$ cat src/design/pswrl_pkg.sv
// Package for the per-source window rate limiter.
// Holds table geometry, register indexes, hit reasons and shared types.
// No dependencies.
package pswrl_pkg;

    localparam int unsigned TableEntries = 4096;
    localparam int unsigned IdxW = $clog2(TableEntries);
    localparam int unsigned CntrW = (TableEntries > 1) ? IdxW + 1 : 1;
    localparam logic [63:0] WindowNs = 64'd1000000000;

    localparam logic [2:0] CfgPps = 3'd0;
    localparam logic [2:0] CfgSynPps = 3'd1;
    localparam logic [2:0] CfgUdpPps = 3'd2;
    localparam logic [2:0] CfgUdpByte = 3'd3;
    localparam logic [2:0] CfgByte = 3'd4;
    localparam logic [2:0] CfgDrop = 3'd5;

    localparam logic [2:0] ReasonNone = 3'd0;
    localparam logic [2:0] ReasonPps = 3'd1;
    localparam logic [2:0] ReasonSyn = 3'd2;
    localparam logic [2:0] ReasonUdpPps = 3'd3;
    localparam logic [2:0] ReasonUdpByte = 3'd4;
    localparam logic [2:0] ReasonByte = 3'd5;

    typedef struct packed {
        logic [31:0] source_addr;
        logic [63:0] now_ns;
        logic        syn_flag;
        logic        udp_flag;
        logic [15:0] packet_len;
    } t_pkt;

    typedef struct packed {
        logic [31:0] pps;
        logic [31:0] syn_pps;
        logic [31:0] udp_pps;
        logic [63:0] udp_byte;
        logic [63:0] byte_lim;
        logic        drop_on_hit;
    } t_cfg;

    typedef struct packed {
        logic [31:0] addr;
        logic [63:0] win;
        logic [31:0] pkt;
        logic [31:0] syn;
        logic [31:0] udp_pkt;
        logic [63:0] udp_byte;
        logic [63:0] byte_cnt;
    } t_entry;

    typedef enum logic [1:0] {
        ST_CLEAR,
        ST_IDLE,
        ST_READ,
        ST_DECIDE
    } t_state;

endpackage

$ cat src/design/pswrl_front.sv
// Front end: accepts packet items and holds them in a two-entry queue.
// Depends on pswrl_pkg.
module pswrl_front (
    input  logic              i_clk,
    input  logic              i_rst_n,
    input  logic              i_valid,
    output logic              o_ready,
    input  pswrl_pkg::t_pkt   i_pkt,
    output logic              o_valid,
    input  logic              i_ready,
    output pswrl_pkg::t_pkt   o_pkt
);

    pswrl_pkg::t_pkt r_q [2];
    logic            r_wp, r_rp;
    logic [1:0]      r_cnt;
    logic            push, pop;

    assign o_ready = (r_cnt != 2'd2);
    assign o_valid = (r_cnt != 2'd0);
    assign o_pkt   = r_q[r_rp];
    assign push    = i_valid && o_ready;
    assign pop     = o_valid && i_ready;

    always_ff @(posedge i_clk) begin
        if (push) begin
            r_q[r_wp] <= i_pkt;
        end
        if (!i_rst_n) begin
            r_wp  <= 1'b0;
            r_rp  <= 1'b0;
            r_cnt <= 2'd0;
        end else begin
            if (push) r_wp <= ~r_wp;
            if (pop)  r_rp <= ~r_rp;
            r_cnt <= r_cnt + {1'b0, push} - {1'b0, pop};
        end
    end

`ifndef ASSERT_OFF
    a_no_over: assert property (@(posedge i_clk) disable iff (!i_rst_n)
        r_cnt == 2'd2 |-> !o_ready) else $error("queue overflow");
    a_cnt_rng: assert property (@(posedge i_clk) disable iff (!i_rst_n)
        r_cnt != 2'd3) else $error("queue count out of range");
    a_cnt_step: assert property (@(posedge i_clk) disable iff (!i_rst_n)
        push && !pop |=> r_cnt == $past(r_cnt) + 2'd1) else $error("push lost");
`endif

endmodule

$ cat config.mk
export PLATFORM = sky130hd
export DESIGN_NAME = pswrl_front
export DESIGN_NICKNAME = d
export VERILOG_FILES = /design/src/design/pswrl_pkg.sv /design/src/design/pswrl_front.sv
export SDC_FILE = /design/constraint.sdc
export NUM_CORES = 1
export LEC_CHECK = 0
export BUFFER_PORTS_ARGS = -buffer_cell sky130_fd_sc_hd__buf_2
export CAP_MARGIN = 20
export CORE_MARGIN = 2
export CORE_UTILIZATION = 35
export CTS_CLUSTER_SIZE = 25
export DETAILED_ROUTE_END_ITERATION = 6
export GPL_TIMING_DRIVEN = 0
export SLEW_MARGIN = 20
export SYNTH_ARGS = -nofsm -noshare
export SYNTH_HDL_FRONTEND = slang
export SYNTH_SLANG_ARGS = --single-unit
export TNS_END_PERCENT = 20
$ cat constraint.sdc
create_clock -name i_clk -period 18.95 [get_ports i_clk]
set_input_delay 1.895 -clock i_clk [delete_from_list [all_inputs] [get_ports i_clk]]
set_output_delay 1.895 -clock i_clk [all_outputs]
set_load 0.01 [all_outputs]
; Yosys cells after proc, flatten, opt, wreduce, memory -nomap -nowiden
; Memory sizes are Yosys's and may differ from the RTL's. A register that Yosys moved wholly into a read port is not among the register bits.
; Index checks and enable logic that the tools add are counted.
[word_totals]
register_bits = 4
mem_bits_rw = 228
in_bits = 118
out_inout_bits = 116
mem_count = 1
[classes]
addsub = 2
n_eq_ne = 1
muxes = 4
bitwise = 2
reduce_logical = 3
[mem_list]
columns = memory, words, word_bits, rd, rd_clocked_by_memory_dff, write_ports, line_no
row1 = r_q, 2, 114, 1, 1, 1, pswrl_front.sv:14  ; pswrl_pkg::t_pkt r_q [2];
[ops]
columns = cell, n
row1 = 1-bit 2-to-1 mux, 4
row2 = 2-bit by 1-bit adder with 2-bit output, 1
row3 = 1-bit logical AND, 2
row4 = "2-bit inequality test, second input constant", 1
row5 = 1-bit NOT, 2
row6 = 2-bit nonzero test, 1
row7 = 2-bit by 1-bit subtractor with 2-bit output, 1

; Logic depth before layout (Yosys ltp)
; Gate-level depths: netlist (run 1).
[depth]
depth_word = 4
ltp_mapped = 8
mapped_depth_nobuf = 8

; Worst setup path after synthesis (run 1)
; OpenSTA, ideal clock, no wires.
[synth_path]
path_type = input to register
start = in i_valid
end = mem r_q[0][0] (netlist name), enable pin
setup_time_ns = 0.588
arrival_ns = 6.731
setup_slack_ns = 11.631
cell_stages = 2
n_path_buf = 0
cell_sequence = nand2_1 -> nor2_1
[synth_via]
elab_chain_cells = 3
[synth_lines]
columns = item, line_no
row1 = from (decl), pswrl_front.sv:6  ; input logic i_valid,
row2 = 1-bit logical AND, pswrl_front.sv:22  ; assign push = i_valid && o_ready;
row3 = 1-bit 2-to-1 mux, pswrl_front.sv:26  ; if (push) begin
row4 = 1-bit 2-to-1 mux (implied by the code), pswrl_front.sv:27  ; r_q[r_wp] <= i_pkt;
row5 = to (decl), pswrl_front.sv:14
; No other way between the ends.

==> results.txt, run 1 <==
post-route clock period utilization: 19.38%
RR Endpoint: r_q[0][89]
reg-to-reg startpoint: r_cnt[0]
DRT Wirelength: 16740 um
synth unique cells: 19
final worst slack: 15280 ps
number of CTS-inserted buffers: 25
clk_skew: 8.630 ps
Die W: 161.7 um
post_cts resized: 0
Hold Path Origin: r_wp
outcome: finished clean
Std-Cell Core Area: 24390 sq um
Gate power share: 25.7%
pwr dens: 132.1 nW/um^2
final layout net count: 766
CTS Hold Bufs: 0
IO buf count: 233
pin count of the biggest net entering global routing: 50
Boundary Pins: 234
TNS Setup: 0 ps
startpoint types: flop
cells on worst reg2reg path: 6
vias: 4414
global route overflow: 0
crit path time final: 3672 ps
gpl congestion: 0.7005
Slew @ Worst Pin: 472.0 ps
CTS Root Cell: clkbuf_16
cells along the critical path: buf_6 -> buf_8 -> buf_6 -> mux2_4 -> buf_2
drt wl/cell: 16.99 um
Inst Count DP: 943
Worst-path clk slew: 60 ps
final hold vios: 0
Seq/Total Area, Yosys: 79.77%
first-pass GRT wire length: 25240 um
Mapped Avg Cell Area: 22.98 sq um
Final Non-Filler Cells: 985
Flop pwr share: 44.8%
antenna-violating nets left: 0
signal arrival time at the worst endpoint: 1780 ps
post-DP HPWL: 11680 um
MaxCap Viol Count: 0
Crit path required time: 17060 ps
Int Pwr: 1.094 mW
syn_nets: 499
Final Max Slew Viols: 0
CTS tree: yes
Synth Cell Area: 8708 sq um
Max IR drop VDD: 0.08749 mV
Ys Warns: 0
setup violators final: 0
switch share: 26.04%
cell at the slowest stage of the critical path: dfxtp_1
H-tree depth: 1
CTS max path bufs: 3
Post-CTS Setup Bufs: 0
Setup Crit Path Kind: flop to output pin
RSZ-0062 raised after global routing: false
Slew headroom: 68.46%
vias per cell: 4.481
CP max stage delay: 320 ps
flop-to-flop setup slack: 16900 ps
DRC Markers: 0
pre-CTS WS: 15440 ps
Peak Freq: 272.3 MHz
Hold Crit Depth: 2
CTS sink cnt: 233
initial DRC count: 188
Hold Path End: r_wp
GRT Overall Usage: 12.22%
crit-path most repeated cell: buf_6
share of post-route cells with drive strength above 1: 60.91%
Die ar.: 26160 sq um
1st-pass router iterations: 4
Synth Register Bits: 233
critical-path maximum fanout: 10
Cell Rows: 57
Initial Utilization: 35.70%
Die Height: 161.7 um
class of the worst hold path: flop to flop
clk_lat worst skew: 500 ps
hold slack: 526.5 ps
clock group share of total power: 29.5%
Cells after Synth: 379
number of global-route vias before repair: 4798
Net Sw Power: 0.3851 mW
Area growth, synth to finish: 28.52%
initial antenna violation count: 3
P_leak: 4.287 nW
FILL cells: 2166
CP Capture Type: output pin
[how the worst max path moves through the flow]
stage / startpoint / to
floorplan: i_valid / r_q[0][0]
global placement: i_valid / r_q[0][94]
detailed placement: i_valid / r_q[0][88]
CTS: flop / o_pkt[11]
global route: flop / o_pkt[8]
finish: flop / o_pkt[99]
[cell type report]
| class | instances | area [sq um] | area share (%) |
|---|---|---|---|
| antenna | 1 | 2.502 | 0.02236 |
| buffer | 13 | 118.9 | 1.062 |
| clock buffer | 31 | 648.1 | 5.791 |
| clock inverter | 10 | 78.83 | 0.7043 |
| inverter | 1 | 3.754 | 0.03354 |
| multi-input combinational | 132 | 1652 | 14.76 |
| sequential | 233 | 6947 | 62.07 |
| tap | 324 | 405.4 | 3.622 |
| timing repair buffer | 240 | 1336 | 11.94 |
[layout by cell type, fill, tap and decap left out, types with 4 or more instances in the layout]
master and instances:
buf_16 4, buf_2 238, buf_6 7, clkbuf_1 6
clkbuf_16 25, clkinv_2 4, dfxtp_1 5, edfxtp_1 228
mux2_2 54, mux2_4 60
[power groups by stage]
stage	combinational (mW)	sequential [mW]	clock [mW]
6_report	0.379	0.663	0.436
5_1_grt	0.409	0.669	0.470
4_1_cts	0.390	0.664	0.454
3_5_place_dp	0.388	0.674	0
3_3_place_gp	0.364	0.690	0
2_1_floorplan	0.240	0.681	0
[layer usage]
metal	global-route usage, %	wire length, um	up-vias
met3	4.060	1306	31
met5	0	13	-
met1	13.57	6186	2186
li1	-	-	2038
met4	3.097	395	2
met2	22.55	8835	157
[cell usage after synthesis]
master    count  share of area (%)
xnor2_1       3               0.30
edfxtp_1    228                 79
and2_1        2               0.14
nor2_1        1              0.043
buf_8         1               0.17
mux2_4       60                 10
inv_1         1              0.043
mux2i_1       1               0.11
and3_1        1              0.072
dfxtp_1       5                1.1
or2_2         1              0.072
buf_2         5               0.29
buf_6         7               0.91
nand2_1       2              0.086
ha_1          2               0.29
mux2_2       54                7.0
nor2b_1       2               0.14
o21a_1        1              0.086
nand2b_1      2               0.14
[sequential cells by signal, indices dropped and copies added (netlist names), named ones only]
name and cells:
r_q 228, r_cnt 2, r_rp 1, r_wp 1
[logic make-up (layout without fill, tap and decap cells)]
logic type / Yosys count / in the layout / share of synthesized area [%]
buffers and inverters: 14 / 295 / 1.408
AO/OA/AOI/OAI: 1 / 1 / 0.08624
XOR/XNOR: 3 / 3 / 0.3018
AND/OR/NAND/NOR: 11 / 11 / 0.7040
multiplexers: 115 / 115 / 17.44
adder cells (fa/ha/maj): 2 / 2 / 0.2873
other: 0 / 1 / 0
flip-flops: 233 / 233 / 79.77
[through the flow]
stage	total power [mW]	util, %	instance area (sq um)
4_1_cts	1.508	45.88	11190
3_3_place_gp	1.053	42.15	10280
3_5_place_dp	1.062	42.90	10460
6_report	1.479	45.89	11190
2_1_floorplan	0.9203	-	8708
5_1_grt	1.548	45.88	11190
[critical path, delay by kind of cell (launching register included)]
| family | cells | cell delay [ps] |
|---|---|---|
| buf+inv | 4 | 640 |
| mux | 1 | 310 |
| flops | 1 | 320 |
No activity file was read; power rests on OpenSTA's default activity.
==> inputs of run 2 (changes only) <==
==> constraint.sdc (replaced) <==
create_clock -name i_clk -period 2.97 [get_ports i_clk]
set_input_delay 0.297 -clock i_clk [delete_from_list [all_inputs] [get_ports i_clk]]
set_output_delay 0.297 -clock i_clk [all_outputs]
set_load 0.01 [all_outputs]
==> results.txt, run 2 (synthesis results as in run 1) <==
vias per cell: 4.427 (-1.2%)
Gate power share: 26.5% (+0.8 points)
class of the worst hold path: input pin to flop
diode count: 0 (-1)
Die ar.: 26160 sq um (unchanged)
Max IR drop VDD: 0.5534 mV (+530%)
Flop pwr share: 44.2% (-0.6 points)
gpl congestion: 0.7037 (+0.46%)
CP Capture Type: flop
share of post-route cells with drive strength above 1: 52.00% (-8.9 points)
Final Max Slew Viols: 0 (unchanged)
cell at the slowest stage of the critical path: nor2_4
most common library cell in the layout ignoring fill and taps: buf_2
Slew headroom: 48.10% (-20 points)
first-pass GRT wire length: 27630 um (+9.5%)
antenna-violating nets left: 0 (unchanged)
initial DRC count: 218 (+16%)
design area: 12300 sq um (+9.9%)
cells on worst reg2reg path: 6 (unchanged)
Crit path required time: 3180 ps (-13880 ps)
CP bufs+invs: 3 (-1)
final layout net count: 879 (+15%)
post-DP HPWL: 11660 um (-0.17%)
CTS max path bufs: 3 (unchanged)
Boundary Pins: 234 (unchanged)
DRT Wirelength: 17870 um (+6.8%)
pre-CTS WS: 563.7 ps (-14880 ps)
P_leak: 4.755 nW (+11%)
final hold vios: 0 (unchanged)
Initial Utilization: 35.70% (unchanged)
CTS sink cnt: 233 (unchanged)
post_cts resized: 0 (unchanged)
vias: 4865 (+10%)
Post-CTS Setup Bufs: 0 (unchanged)
Peak Freq: 421.6 MHz
Net Sw Power: 2.514 mW (+550%)
outcome: finished clean
CP max stage delay: 630 ps (+310 ps)
CTS tree: yes
DRC Markers: 0 (unchanged)
Die W: 161.7 um (unchanged)
final worst slack: 598.0 ps (-14680 ps)
Worst-path clk slew: 60 ps (about the same)
post-route clock period utilization: 79.87%
Cell Rows: 57 (unchanged)
critical-path maximum fanout: 26 (+16)
GRT Overall Usage: 13.24% (+1.0 points)
switch share: 26.24% (+0.20 points)
biggest regs: r_q: 228 flops, r_cnt: 2 flops
startpoint types: flop
critical path depth: 6 (+1)
setup violators final: 0 (unchanged)
Top delay family on crit path: simple AND/OR/NAND/NOR gates
number of global-route vias before repair: 5427 (+13%)
clk_lat worst skew: 510 ps (about the same)
MaxCap Viol Count: 0 (unchanged)
clock group share of total power: 29.3% (-0.2 points)
number of CTS-inserted buffers: 25 (unchanged)
flop-to-flop setup slack: 600 ps (-16300 ps)
signal arrival time at the worst endpoint: 2580 ps (+800 ps)
Slew @ Worst Pin: 776.6 ps (+304.6 ps)
Area growth, synth to finish: 41.26%
max reg flops: 228 (unchanged)
initial antenna violation count: 0 (-3)
cells along the critical path: nand2b_1 -> nand2_1 -> nor2_4 -> buf_12 -> buf_12 -> buf_12
clk_skew: 8.155 ps (-0.4753 ps)
Setup Crit Path Kind: flop to flop
Std-Cell Core Area: 24390 sq um (unchanged)
Int Pwr: 7.065 mW (+550%)
Die Height: 161.7 um (unchanged)
global route overflow: 0 (unchanged)
Top reg by flops: r_q
CTS Hold Bufs: 114 (+114)
crit-path most repeated cell: buf_12
H-tree depth: 1 (unchanged)
pwr dens: 778.6 nW/um^2 (+490%)
RSZ-0062 raised after global routing: false
pin count of the biggest net entering global routing: 52 (+4.0%)
drt wl/cell: 16.26 um (-4.3%)
IO buf count: 233 (unchanged)
1st-pass router iterations: 4 (unchanged)
most frequent cells in the layout: buf_2, edfxtp_1, dlygate4sd3_1
CTS Root Cell: clkbuf_16
Hold Crit Depth: 2 (unchanged)
placed inst area: 10430 sq um (-0.33%)
crit path time final: 2372 ps
[run 2: cell type report]
cell class | instances | area, sq um
plain buffers | 13 | 118.9
clock buffers | 33 | 655.6
clock inverters | 10 | 77.57
fillers | 2042 | 12090
inverters | 1 | 3.754
multi-input cells | 132 | 1652
flip-flops and latches | 233 | 6947
well taps | 324 | 405.4
repair buffers | 353 | 2442
[run 2: path summary, 6_finish.rpt]
check / end / from
worst max-delay path: r_q[0][54] / r_cnt[0]
worst min-delay path: r_cnt[0] / i_rst_n
worst max register to register: r_q[0][54] / r_cnt[0]
worst min register to register: r_wp / r_wp
[run 2: stage by stage]
stage          instances  total power [mW]  hold WS [ps]  util, %  TNS [ps]
2_1_floorplan        379             5.834         395.9        -    -86240
3_3_place_gp         936             6.659         484.1    42.18   -301140
3_5_place_dp         942             6.758         488.0    42.75         0
4_1_cts             1099             9.721         44.55    50.44         0
5_1_grt             1099             10.03         74.29    50.44         0
6_report            1099             9.579         69.91    50.44         0
[run 2: power groups by stage]
stage | clock network (mW) | logic (mW) | registers (mW)
after floorplan | 0 | 1.53 | 4.30
after global routing | 3.03 | 2.72 | 4.27
final | 2.81 | 2.54 | 4.23
after CTS | 2.90 | 2.58 | 4.24
after detailed placement | 0 | 2.45 | 4.30
after global placement | 0 | 2.32 | 4.33
[run 2: layer usage]
layer | vias to the layer above | wire length [um] | GRT usage [%] | part of all wire [%]
met5 | - | 0 | 0 | 0
met4 | 0 | 452 | 4.023 | 2.5
met3 | 42 | 1360 | 3.805 | 7.6
met2 | 178 | 9050 | 24.28 | 51
met1 | 2384 | 7011 | 14.95 | 39
li1 | 2261 | - | - | -
==> inputs of run 3 (changes only) <==
==> constraint.sdc (replaced) <==
create_clock -name i_clk -period 2.1 [get_ports i_clk]
set_input_delay 0.21 -clock i_clk [delete_from_list [all_inputs] [get_ports i_clk]]
set_output_delay 0.21 -clock i_clk [all_outputs]
set_load 0.01 [all_outputs]
==> results.txt, run 3 (synthesis results as in run 1) <==
share of post-route cells with drive strength above 1: 52.43% (+0.43 points)
post-DP HPWL: 11730 um (+0.60%)
antenna-violating nets left: 0 (unchanged)
Pwr Total: 14.16 mW (+48%)
crit-path most repeated cell: buf_6
Std-Cell Core Area: 24390 sq um (unchanged)
Cell Rows: 57 (unchanged)
startpoint types: flop
number of global-route vias before repair: 5471 (+0.81%)
GRT Overall Usage: 13.31% (+0.066 points)
Top reg by flops: r_q
most frequent cells in the layout: buf_2, edfxtp_1, dlygate4sd3_1
Hold Crit Depth: 3 (+1)
Int Pwr: 10.50 mW (+49%)
pin count of the biggest net entering global routing: 52 (unchanged)
pre-CTS WS: 268.6 ps (-295.1 ps)
cell at the slowest stage of the critical path: dfxtp_1
CTS Root Cell: clkbuf_16
cells along the critical path: buf_6 -> buf_8 -> buf_6 -> mux2_4 -> buf_2
Area growth, synth to finish: 43.52%
global route overflow: 0 (unchanged)
register area: 6948 sq um (about the same)
FILL cells: 2045 (+0.15%)
Max IR drop VDD: 0.7783 mV (+41%)
Worst-path clk slew: 60 ps (about the same)
P_leak: 4.840 nW (+1.8%)
RSZ-0062 raised after global routing: true
Die ar.: 26160 sq um (unchanged)
first-pass GRT wire length: 27720 um (+0.30%)
CP Capture Type: output pin
placed inst area: 10490 sq um (+0.56%)
Setup Crit Path Kind: flop to output pin
final worst slack: 86.74 ps (-511.3 ps)
diode count: 0 (unchanged)
Initial Utilization: 35.70% (unchanged)
Slew headroom: 76.21% (+28 points)
Multi-input gate area: 1667 sq um (+0.91%)
most common library cell in the layout ignoring fill and taps: buf_2
1st-pass router iterations: 5 (+1)
number of CTS-inserted buffers: 26 (+4.0%)
Boundary Pins: 234 (unchanged)
crit path time final: 2013 ps
CTS sink cnt: 233 (unchanged)
critical-path maximum fanout: 10 (-62%)
initial DRC count: 177 (-19%)
CTS max path bufs: 3 (unchanged)
Net Sw Power: 3.664 mW (+46%)
signal arrival time at the worst endpoint: 1800 ps (-780 ps)
max reg flops: 228 (unchanged)
MaxCap Viol Count: 0 (unchanged)
H-tree depth: 1 (unchanged)
Crit path required time: 1890 ps (-1290 ps)
Final Max Slew Viols: 0 (unchanged)
design area: 12500 sq um (+1.6%)
clk_skew: 13.53 ps (+5.371 ps)
final layout net count: 882 (+0.34%)
clk_lat worst skew: 520 ps (about the same)
drt wl/cell: 16.46 um (+1.2%)
Peak Freq: 496.7 MHz
class of the worst hold path: input pin to flop
setup violators final: 0 (unchanged)
switch share: 25.87% (-0.37 points)
gpl congestion: 0.6965 (-1.0%)
final hold vios: 0 (unchanged)
TNS Setup: 0 ps (unchanged)
Die Height: 161.7 um (unchanged)
initial antenna violation count: 0 (unchanged)
CTS tree: yes
DRC Markers: 0 (unchanged)
clock group share of total power: 31.8% (+2.5 points)
Gate power share: 25.9% (-0.6 points)
post-layout util: 51.24% (+0.81 points)
Slew @ Worst Pin: 356.1 ps (-420.6 ps)
post-route clock period utilization: 95.87%
vias per cell: 4.428 (about the same)
biggest regs: r_q: 228 flops, r_cnt: 2 flops
cells on worst reg2reg path: 6 (unchanged)
flop-to-flop setup slack: 280 ps (-320 ps)
pwr dens: 1133 nW/um^2 (+46%)
DRT Wirelength: 18200 um (+1.8%)
IO buf count: 233 (unchanged)
CP max stage delay: 320 ps (-310 ps)
Flop pwr share: 42.3% (-1.9 points)
Die W: 161.7 um (unchanged)
outcome: finished clean
vias: 4897 (+0.66%)
-- run 3: changes by cell type in the layout (fill, tap and decap cells not counted), moves of 2 or more --
cell / change
clkinv_1: +3
bufinv_16: +2
buf_12: -2
clkinv_2: -3
clkbuf_16: +2
buf_16: +3
-- run 3: layout make-up --
cell class | count | share of cell area [%]
plain buffers | 13 | 0.9510
clock buffers | 35 | 5.726
clock inverters | 13 | 1.161
inverters | 1 | 0.03003
multi-input cells | 132 | 13.33
flip-flops and latches | 233 | 55.59
well taps | 324 | 3.244
repair buffers | 355 | 19.96
-- run 3: what timing repair did --
| item | 4_1_cts | 5_1_grt |
|---|---|---|
| hold endpoints to repair | 233 | 0 |
| resized for setup | 0 | 0 |
| hold buffers | 115 | 0 |
| setup endpoints to repair | 0 | 31 |
| buffers inserted | 0 | 0 |
-- run 3: worst max-delay path: cells and delay by family (launching register included) --
family	cells	cell delay, ps
mux	1	320
buf+inv	4	640
flops	1	320
-- run 3: layer usage --
metal	wire length (um)	share of wire (%)	vias to the layer above	GRT usage, %
li1	-	-	2271	-
met1	7149	39	2413	15.11
met2	9212	51	179	24.30
met3	1346	7.4	34	3.907
met4	492	2.7	0	3.902
met5	0	0	-	0
-- run 3: final timing paths --
kind,startpoint,to
worst max-delay path,flop,o_pkt[79]
worst min-delay path,i_valid,r_wp
worst max register to register,r_cnt[0],r_q[0][55]
worst min register to register,r_rp,flop
-- run 3: metrics by stage --
step / hold slack, ps / instances
3_5_place_dp: 403.1 / 943
6_report: 41.37 / 1106
5_1_grt: 28.52 / 1106
4_1_cts: 11.42 / 1106
2_1_floorplan: 308.9 / 379
3_3_place_gp: 397.6 / 936
-- run 3: power groups by stage --
stage / Combinational (mW) / Clock [mW] / Sequential (mW)
after floorplan: 2.18 / 0 / 6.07
after global placement: 3.30 / 0 / 6.11
after detailed placement: 3.53 / 0 / 6.09
after CTS: 3.72 / 4.65 / 6.00
after global routing: 3.93 / 4.82 / 6.04
final: 3.67 / 4.50 / 5.99
